===== config.mk =====
export PLATFORM = sky130hd
export DESIGN_NAME = ready_queue_with_removal
export DESIGN_NICKNAME = d
export VERILOG_FILES = /design/src/rtl/rqr_pkg.sv /design/src/rtl/rqr_cell.sv /design/src/rtl/ready_queue_with_removal.sv
export SDC_FILE = /design/constraint.sdc
export NUM_CORES = 1
export LEC_CHECK = 0
export ABC_AREA = 1
export BUFFER_PORTS_ARGS = -buffer_cell sky130_fd_sc_hd__buf_2
export CAP_MARGIN = 5
export CORE_AREA = 5 5 164 118
export CTS_CLUSTER_SIZE = 10
export DETAILED_ROUTE_END_ITERATION = 10
export DIE_AREA = 0 0 169 123
export PLACE_DENSITY = 0.66
export SYNTH_ARGS = -nofsm -noshare
export SYNTH_HDL_FRONTEND = slang
export SYNTH_SLANG_ARGS = --single-unit

===== constraint.sdc =====
create_clock -name clk -period 5.2 [get_ports clk]
set_input_delay 0.26 -clock clk [delete_from_list [all_inputs] [get_ports clk]]
set_output_delay 0.26 -clock clk [all_outputs]
set_load 0.02 [all_outputs]

===== src/rtl/rqr_pkg.sv =====
// ----------------------------------------------------------------------------
// rqr_pkg: shared types for the ready queue with removal
// Opcodes, status codes and the control word broadcast to every queue cell.
// ----------------------------------------------------------------------------
package rqr_pkg;

	typedef enum logic [1:0] {
		OP_ADD       = 2'd0,
		OP_YIELD     = 2'd1,
		OP_TERMINATE = 2'd2
	} op_t;

	typedef enum logic [1:0] {
		ST_OK        = 2'd0,
		ST_EMPTY     = 2'd1,
		ST_FULL      = 2'd2,
		ST_NOT_FOUND = 2'd3
	} status_t;

	typedef struct packed {
		logic add;
		logic yield;
		logic term;
	} cell_ctrl_t;

endpackage


===== src/rtl/rqr_cell.sv =====
// ----------------------------------------------------------------------------
// rqr_cell: one slot of the ready queue
// Holds one identifier, loads at the tail, shifts toward the head on a pop
// or from the first matching slot onward on a removal.
// ----------------------------------------------------------------------------
module rqr_cell #(
	parameter int ID_WIDTH = 8,
	parameter int CNT_W    = 5,
	parameter int IDX      = 0
) (
	input  logic                  clk,
	input  rqr_pkg::cell_ctrl_t   ctrl,
	input  logic [CNT_W-1:0]      count,
	input  logic [ID_WIDTH-1:0]   id,
	input  logic [ID_WIDTH-1:0]   right_entry,
	input  logic                  seen_in,
	output logic                  seen_out,
	output logic [ID_WIDTH-1:0]   entry
);

	logic [ID_WIDTH-1:0] entry_q;
	logic [ID_WIDTH-1:0] entry_nxt;
	logic                occ;
	logic                tail;
	logic                hit;

	assign occ      = count > CNT_W'(IDX);
	assign tail     = count == CNT_W'(IDX);
	assign hit      = occ && (entry_q == id);
	assign seen_out = seen_in || hit;
	assign entry    = entry_q;

	always_comb begin
		entry_nxt = entry_q;
		if (ctrl.add && tail) begin
			entry_nxt = id;
		end else if (ctrl.yield || (ctrl.term && seen_out)) begin
			entry_nxt = right_entry;
		end
	end

	always_ff @(posedge clk) begin
		entry_q <= entry_nxt;
	end

endmodule


===== src/rtl/ready_queue_with_removal.sv =====
// ----------------------------------------------------------------------------
// ready_queue_with_removal: FIFO ready queue of thread identifiers
// Add at tail, pop head on yield, remove first match on terminate.
// ----------------------------------------------------------------------------
// Usage:
//   The slave channel takes one command word per handshake: opcode and thread
//   identifier. Every command gives exactly one result word on the master
//   channel: status, dispatched identifier, dispatch flag and occupancy.
//   The queue is a row of QUEUE_DEPTH cells. All cells compare the
//   identifier at once and shift toward the head together; the result is
//   registered and appears on the master channel in the cycle after
//   acceptance. Throughput is one command per cycle unless the receiver stalls.
//   The result sits in an output register; a new command is taken whenever
//   that register is empty or is being drained in the same cycle. While the
//   receiver stalls with a result pending, s_tready is low and the queue holds.
//   Reset empties the queue (fill count zero) and clears the result valid flag;
//   slot contents are not cleared and are never read before being written.
// ----------------------------------------------------------------------------
module ready_queue_with_removal #(
	parameter int QUEUE_DEPTH = 16,
	parameter int ID_WIDTH    = 8
) (
	input  logic clk,
	input  logic arst_n,
	input  logic s_tvalid,
	output logic s_tready,
	// opcode, thread_id
	input  logic [((2 + ID_WIDTH + 7) / 8) * 8 - 1:0] s_tdata,
	output logic m_tvalid,
	input  logic m_tready,
	// status, dispatch_id, dispatch_valid, occupancy
	output logic [((3 + ID_WIDTH + $clog2(QUEUE_DEPTH + 1) + 7) / 8) * 8 - 1:0] m_tdata
);

	localparam int CNT_W  = $clog2(QUEUE_DEPTH + 1);
	localparam int OUT_W  = 3 + ID_WIDTH + CNT_W;
	localparam int OUT_TW = ((OUT_W + 7) / 8) * 8;

	rqr_pkg::cell_ctrl_t ctrl;
	rqr_pkg::op_t        op;
	logic [ID_WIDTH-1:0] id;
	logic                go;
	logic                full;
	logic                empty;
	logic                found;

	logic [ID_WIDTH-1:0] ent  [QUEUE_DEPTH];
	logic                seen [QUEUE_DEPTH+1];

	logic [CNT_W-1:0]    count_q;
	logic [CNT_W-1:0]    count_nxt;
	rqr_pkg::status_t    status_nxt;
	logic [ID_WIDTH-1:0] disp_nxt;
	logic                dv_nxt;

	logic                out_valid_q;
	rqr_pkg::status_t    out_status_q;
	logic [ID_WIDTH-1:0] out_disp_q;
	logic                out_dv_q;
	logic [CNT_W-1:0]    out_occ_q;

	assign op       = rqr_pkg::op_t'(s_tdata[1:0]);
	assign id       = s_tdata[2 +: ID_WIDTH];
	assign s_tready = !out_valid_q || m_tready;
	assign go       = s_tvalid && s_tready;
	assign full     = count_q == CNT_W'(QUEUE_DEPTH);
	assign empty    = count_q == '0;
	assign found    = seen[QUEUE_DEPTH];
	assign seen[0]  = 1'b0;

	genvar gi;
	generate
		for (gi = 0; gi < QUEUE_DEPTH; gi++) begin : g_cell
			logic [ID_WIDTH-1:0] right;
			if (gi == QUEUE_DEPTH - 1) begin : g_last
				assign right = ent[gi];
			end else begin : g_mid
				assign right = ent[gi+1];
			end
			rqr_cell #(
				.ID_WIDTH (ID_WIDTH),
				.CNT_W    (CNT_W),
				.IDX      (gi)
			) u_cell (
				.clk         (clk),
				.ctrl        (ctrl),
				.count       (count_q),
				.id          (id),
				.right_entry (right),
				.seen_in     (seen[gi]),
				.seen_out    (seen[gi+1]),
				.entry       (ent[gi])
			);
		end
	endgenerate

	always_comb begin
		ctrl       = '0;
		count_nxt  = count_q;
		status_nxt = rqr_pkg::ST_OK;
		disp_nxt   = '0;
		dv_nxt     = 1'b0;
		case (op)
			rqr_pkg::OP_ADD: begin
				ctrl.add = go;
				if (full) begin
					status_nxt = rqr_pkg::ST_FULL;
				end else begin
					count_nxt = count_q + CNT_W'(1);
				end
			end
			rqr_pkg::OP_YIELD: begin
				if (empty) begin
					status_nxt = rqr_pkg::ST_EMPTY;
				end else begin
					ctrl.yield = go;
					disp_nxt   = ent[0];
					dv_nxt     = 1'b1;
					count_nxt  = count_q - CNT_W'(1);
				end
			end
			rqr_pkg::OP_TERMINATE: begin
				ctrl.term = go;
				if (found) begin
					count_nxt = count_q - CNT_W'(1);
				end else begin
					status_nxt = rqr_pkg::ST_NOT_FOUND;
				end
			end
			default: begin
			end
		endcase
	end

	always_ff @(posedge clk or negedge arst_n) begin
		if (!arst_n) begin
			count_q     <= '0;
			out_valid_q <= 1'b0;
		end else begin
			if (go) begin
				count_q <= count_nxt;
			end
			if (go) begin
				out_valid_q <= 1'b1;
			end else if (m_tready) begin
				out_valid_q <= 1'b0;
			end
		end
	end

	always_ff @(posedge clk) begin
		if (go) begin
			out_status_q <= status_nxt;
			out_disp_q   <= disp_nxt;
			out_dv_q     <= dv_nxt;
			out_occ_q    <= count_nxt;
		end
	end

	assign m_tvalid = out_valid_q;
	assign m_tdata  = OUT_TW'({out_occ_q, out_dv_q, out_disp_q, out_status_q});

	a_count_bound: assert property (@(posedge clk) disable iff (!arst_n)
		count_q <= CNT_W'(QUEUE_DEPTH))
		else $error("queue count exceeds depth");

	a_dispatch_ok: assert property (@(posedge clk) disable iff (!arst_n)
		out_valid_q && out_dv_q |-> out_status_q == rqr_pkg::ST_OK)
		else $error("dispatch flagged with bad status");

	a_add_grows: assert property (@(posedge clk) disable iff (!arst_n)
		go && op == rqr_pkg::OP_ADD && !full |=> count_q == $past(count_q) + CNT_W'(1))
		else $error("add did not grow queue");

	a_pop_empty: assert property (@(posedge clk) disable iff (!arst_n)
		go && op == rqr_pkg::OP_YIELD && empty |=>
		out_status_q == rqr_pkg::ST_EMPTY && !out_dv_q)
		else $error("yield on empty queue misreported");

	a_occ_tracks: assert property (@(posedge clk) disable iff (!arst_n)
		go |=> out_occ_q == count_q)
		else $error("reported occupancy differs from count");

endmodule


Word level (Yosys, flattened, before mapping):

Index checks and enable logic that the tools add are counted.

* reduce and logical (&&, ||, !) cells: 99
* mux-type cells: 45
* $add $sub $neg: 2
* bitwise operators: 1
* magnitude comparators: 16
* eq/ne operators: 34

Operators by type and width (count)
* $mux 8: 30
* $eq 8x8->1: 16
* $logic_and 1x1->1: 48
* $eq 5x4->1 const B: 8
* $gt 5x4->1 const B: 8
* $reduce_bool 2->1: 16
* $logic_or 1x1->1: 31
* $eq 5x3->1 const B: 4
* $gt 5x3->1 const B: 4
* $mux 5: 3
* $pmux 5 s3: 1
* $eq 5x2->1 const B: 2
* $gt 5x1->1 const B: 2
* $gt 5x2->1 const B: 2
* $mux 1: 8
* $pmux 2 s3: 1
* $add 5x1->5 const B: 1
* $eq 5x1->1 const B: 1
* $eq 5x5->1 const B: 1
* $logic_not 5->1: 1
* $sub 5x1->5 const B: 1
* $mux 2: 2
* $eq 2x1->1 const B: 1
* $eq 2x2->1 const B: 1
* other kinds (4): 4

* flip-flop bits (word level): 150
* output and inout port bits: 18
* logic and storage cells: 219
* input port bits: 20

Longest topological paths before layout:

* depth after elaboration: 20
* gate-level depth with buffers: 20
* mapped depth without buffers: 19

By module:

A second synthesis with hierarchy kept.

* cells, all modules: 1320
* area total of the unflattened synthesis: 10323.7 µm²

By module, submodules not included
* ready_queue_with_removal: area an instance 1169.9 µm², sequential area each 630.6 µm², instances 1, cells each 137
* rqr_cell at g_cell[14].u_cell: area an instance 613.1 µm², sequential area each 240.2 µm², instances 1, cells each 80
* rqr_cell at g_cell[8].u_cell: area an instance 606.8 µm², sequential area each 240.2 µm², instances 1, cells each 85
* rqr_cell at g_cell[9].u_cell: area an instance 593.1 µm², sequential area each 240.2 µm², instances 1, cells each 77
* rqr_cell at g_cell[4].u_cell: area an instance 590.6 µm², sequential area each 240.2 µm², instances 1, cells each 77
* rqr_cell at g_cell[6].u_cell: area an instance 590.6 µm², sequential area each 240.2 µm², instances 1, cells each 80
* rqr_cell at g_cell[10].u_cell: area an instance 588.1 µm², sequential area each 240.2 µm², instances 1, cells each 79
* rqr_cell at g_cell[12].u_cell: area an instance 581.8 µm², sequential area each 240.2 µm², instances 1, cells each 69
* rqr_cell at g_cell[13].u_cell: area an instance 579.3 µm², sequential area each 240.2 µm², instances 1, cells each 71
* rqr_cell at g_cell[11].u_cell: area an instance 576.8 µm², sequential area each 240.2 µm², instances 1, cells each 78
* rqr_cell at g_cell[3].u_cell: area an instance 570.5 µm², sequential area each 240.2 µm², instances 1, cells each 76
* rqr_cell at g_cell[0].u_cell: area an instance 566.8 µm², sequential area each 240.2 µm², instances 1, cells each 74
* rqr_cell at g_cell[2].u_cell: area an instance 559.3 µm², sequential area each 240.2 µm², instances 1, cells each 71
* rqr_cell at g_cell[15].u_cell: area an instance 553.0 µm², sequential area each 240.2 µm², instances 1, cells each 69
* +3 rows

Least setup slack after synthesis:

Ideal clock, no wire load.

* path kind: reg2reg
* from: register count_q[1]
* to: register g_cell[14].u_cell.entry_q[0], enable pin
* arrival: 2.336 ns
* path buffers: 1
* clock period less this slack: 2.672 ns
* stages on the path, launching flop included: 17
* library setup time: 0.336 ns
* slack: 2.528 ns
* required time: 4.864 ns
* cells stage by stage: dfrtp_1 -> buf_2 -> inv_1 -> ha_1 -> nand3_1 -> nand2_1 -> nor2_1 -> nand3_1 -> nand2_2 -> nor2_2 -> nand4_2 -> nor2_2 -> nand4_2 -> nor2_2 -> nand4_2 -> nor2_4 -> o211ai_1

* longest elaborated chain between the ends: 19

RTL lines
* start, declared: RTL line ready_queue_with_removal.sv:50 `logic [CNT_W-1:0] count_q;`
* start signal, assigned: RTL line ready_queue_with_removal.sv:141 `count_q <= count_nxt;`
* $gt 5x1->1: RTL line rqr_cell.sv:27 `assign occ = count > CNT_W'(IDX);`
* $logic_and 1x1->1: RTL line rqr_cell.sv:29 `assign hit = occ && (entry_q == id);`
* $logic_or 1x1->1 (14 in a row): RTL line rqr_cell.sv:30 `assign seen_out = seen_in || hit;`
* $logic_and 1x1->1: RTL line rqr_cell.sv:37 `end else if (ctrl.yield || (ctrl.term && seen_out)) begin`
* $logic_or 1x1->1: RTL line rqr_cell.sv:37
* $reduce_bool 2->1 (no line) (*)
* end signal, assigned: RTL line rqr_cell.sv:43 `entry_q <= entry_nxt;`
* end, declared: RTL line rqr_cell.sv:21 `logic [ID_WIDTH-1:0] entry_q;`

Mark *: on every way between the ends. The rest lies on a longest branch, timed or not.
A chain may end at the register's enable or synchronous reset.

Worst setup path after layout:

Same ends and word-level chain as after synthesis.

==> impl_summary.log <==
INFO  metric finish.utilization = 53.33%
INFO  metric number_of_global_route_vias_before_repair = between 6000 and 7000
INFO  metric count_of_buffers_from_port_buffering = 31
INFO  metric avgViaCountPerCell = ~5.5
INFO  metric design.final.nets = 985
INFO  metric yosysWarningCount = 0
INFO  metric final.setup.tns = 0 ns
INFO  metric synth_ff_type = edfxtp_1
INFO  metric grt.overflow.total = 0
INFO  metric cts_setup_buffers = 0
INFO  metric fillers = between 1500 and 2000
INFO  metric synth_simple_gate_area_share = 22.31%
INFO  metric sw_share = 29.49%
INFO  metric drtIter0Drc = 775
INFO  metric maximum_number_of_pins_on_one_net_before_global_route_repair = 26
INFO  metric synth.net_count = 982
INFO  metric crit_slowest_cell = dfrtp_1
INFO  metric max_freq = between 200 and 300 MHz
INFO  metric worst_ep_required_time = 5.24 ns
INFO  metric worst_ep_arrival_time = 3.54 ns
INFO  metric post_synth_inst_count = 956
INFO  metric ctsRootBufferMaster = clkbuf_16
INFO  metric power.clock.fraction = 37.2%
INFO  metric grt_first_pass_wirelength = 33950 microns
INFO  metric status = completed
INFO  metric grt_antenna_before_repair = 0
INFO  metric clock-sinks = 150
INFO  metric timing_hold_violations_final = 0
INFO  metric number_of_diodes = 0
INFO  metric synthDominantCellAreaShare = about half
INFO  metric place.detailed.hpwl = 14560 microns
INFO  metric switching_power = about 990 uW
INFO  metric grt_usage = 21.09%
INFO  metric synth-adder-area-share = less than 1%
INFO  metric synth_edf_count = 144
INFO  metric floorplan.die.width = 169 microns
INFO  metric timing.final.crit_share = 67.29%
INFO  metric yosysUniqueCellTypes = 41
INFO  metric finalSetupViolCount = 0
INFO  metric busiest_metal_layer_after_global_routing = met2
INFO  metric share_seq_of_total_power = between 40 and 50%
INFO  metric crit_path_start_kind = flip-flop
INFO  metric clk_path_buf_depth = 2
INFO  metric ys_async_sr_fraction = 4.000%
INFO  metric synth.largest_area_cell = edfxtp_1
INFO  metric cts_tree = built
INFO  metric gpl.final_weighted_congestion = 0.9129
INFO  metric maxSlewViolCount = 0
INFO  metric insertion_delay = roughly 0.43 ns
INFO  metric cts_h_tree_lvls = 4
INFO  metric cap_violations = 0
INFO  metric avgSynthCellArea = 9.027 sq um
INFO  metric critPathMaxStageDelay = 0.56 ns
INFO  metric p_comb_share = between 15 and 20%
INFO  metric max-slew-margin-rel = between 40% and 50%
INFO  metric gr-usage-met1 = 30.51%
INFO  metric ys_ff_latch = 150
INFO  metric ys_top_cells_by_count = nand2_1, edfxtp_1, o21ai_0
INFO  metric min_path_type = input port to flip-flop
INFO  metric synth_xor_xnor_area_share = 8.627%
INFO  metric transition_time_of_the_tightest_slew_check_pin = 0.8685 ns
INFO  metric peakVddDrop = 0.1767 mV
INFO  metric wl = approximately 22000 microns
INFO  metric cp-end-kind = flip-flop
INFO  metric drt-pass1-iter-count = 6
INFO  metric synthMostInstantiatedCell = nand2_1
INFO  metric route.detailed.drc = 0
INFO  metric worst_setup_hold_path_clk_slew = 0.06 ns
INFO  metric power_density = roughly 360 nW/um^2
INFO  metric internal_power = 2.363 mW
INFO  metric tritoncts.num_buffers = 17
INFO  metric period_needed = 3.499 ns
INFO  metric share_of_layout_cells_above_drive_strength_1 = 10.80%
INFO  metric critical_path_peak_fanout = 13
INFO  metric die_height = 123 microns
INFO  metric area_fraction_in_compound_gates_after_synthesis = about a tenth
INFO  metric grt_setup_unrepaired = false
INFO  metric start_util = 48.76%
INFO  metric grt.met2_usage = 32.87%
INFO  metric num_rows = 41
INFO  metric reg2reg_slack = approximately 1.7 ns
INFO  metric path_class = flip-flop to flip-flop
INFO  metric leakage = 3.849 nW
INFO  metric crit_chain = inv_1 > ha_1 > nand3_1 > nand2_1 > nor2_1 > nand3_1 > nand2_2 > nor2_2 > nand4_2 > nor2_2 > nand4_2 > nor2_2 > nand4_2 > nor2_4 > o211ai_1
INFO  metric netlist_top_cells_area = edfxtp_1, nand2_1, o21ai_0
INFO  metric core_region_area = roughly 18000 sq um
INFO  metric proportion_of_synthesized_area_in_mux_cells = 0%
INFO  metric routedWlPerCell = approximately 18 microns
INFO  metric synth.yosys.seq_area_share = 51.85%
INFO  metric gr-usage-met3 = between 3 and 4%
INFO  metric detailroute.via_count = 6701
INFO  metric synth.cell_area = 8630 sq um
INFO  metric area_growth = 9.381%
INFO  metric ant_nets = 0
INFO  metric timing.clock.skew = about 0.014 ns
INFO  metric dominant_combinational_cell_family_by_area_after_synthesis = simple AND/OR/NAND/NOR gates
INFO  metric floorplan.die_area = 20790 sq um
INFO  metric boundaryPins = 38
[power by group through the flow]
stage | logic [mW] | registers, mW | clock network (mW)
floorplan | 0.453 | 1.50 | 0
global placement | 0.579 | 1.53 | 0
detailed placement | 0.584 | 1.53 | 0
CTS | 0.589 | 1.51 | 1.26
global route | 0.662 | 1.52 | 1.31
finish | 0.596 | 1.51 | 1.25
[kinds of logic (layout without fill, tap and decap cells)]
| kind of cell | after synthesis | in the layout |
|---|---|---|
| adders and majority gates | 6 | 6 |
| xor gates and xnor gates | 85 | 85 |
| AOI/OAI and AO/OA | 161 | 161 |
| DFF | 150 | 150 |
| buffers and inverters | 122 | 138 |
| and+or+nand+nor | 432 | 432 |
[layout by cell type (no fill, tap or decap), types with 12 or more instances in the layout]
cell	n
inv_2	13
inv_1	55
xnor2_1	41
o21ai_0	126
nand4_1	19
nor2_1	61
clkbuf_16	17
nor4_1	13
buf_2	31
nand3_1	48
nor3_1	12
nand2_1	245
xor2_1	44
edfxtp_1	144
[state kept, by name, summed over array words and instances (netlist names)]
| signal | flops |
|---|---|
| out_status_q | 2 |
| out_dv_q | 1 |
| count_q | 5 |
| out_disp_q | 8 |
| g_cell.u_cell.entry | 128 |
| out_occ_q | 5 |
| m_tvalid | 1 |
[area by class of cell]
class                   count  area, sq um  area share, %
clock buffers              19        432.9          4.586
clock inverters            13        156.4          1.657
inverters                  69        259.0          2.744
multi-input cells         684         3618          38.34
flip-flops and latches    150         4474          47.40
well taps                 236        295.3          3.128
repair buffers             37        202.7          2.147
[worst paths after layout]
kind                                        start                              endpoint  depth (start not counted)
max in group asynchronous                  arst_n                count_q[3]$_DFFE_PN0P_                          2
max reg2reg                count_q[1]$_DFFE_PN0P_  g_cell[14].u_cell.entry[0]$_DFFE_PP_                         15
max                        count_q[1]$_DFFE_PN0P_  g_cell[14].u_cell.entry[0]$_DFFE_PP_                         15
min                                      m_tready                  m_tvalid$_DFFE_PN0P_                          4
min reg2reg                  m_tvalid$_DFFE_PN0P_                  m_tvalid$_DFFE_PN0P_                          2
min in group asynchronous                  arst_n                  m_tvalid$_DFFE_PN0P_                          2
[what timing repair did]
action / 4_1_cts / 5_1_grt
endpoints found under the hold margin: 6 / 0
hold buffers: 1 / 0
resized for setup: 0 / 0
[metal layers]
metal / wire length, microns / part of all wire [%]
met1: 10190 / 47
met2: 9695 / 45
met3: 1371 / 6.4
met4: 299 / 1.4
met5: 0 / 0
[metrics by stage]
| step | hold WS [ns] | worst slack [ns] | total power [mW] | cells | instance area, sq um |
|---|---|---|---|---|---|
| after floorplan | -0.03559 | 2.528 | 1.958 | 956 | 8630 |
| after global placement | 0.09419 | 1.803 | 2.106 | 1175 | 8840 |
| after detailed placement | 0.09436 | 1.764 | 2.115 | 1175 | 8840 |
| after CTS | 0.08242 | 1.780 | 3.359 | 1208 | 9439 |
| after global routing | 0.1013 | 1.503 | 3.493 | 1208 | 9439 |
| final | 0.1034 | 1.701 | 3.351 | 1208 | 9439 |
[worst max-delay path, delay by kind of cell, from the launching register on]
| kind | cells | cell delay (ns) |
|---|---|---|
| buf+inv | 1 | 0.32 |
| compound gates | 1 | 0.36 |
| fa+ha+maj | 1 | 0.36 |
| flops | 1 | 0.56 |
| simple gates | 12 | 1.50 |
No activity file was read; power rests on OpenSTA's default activity.
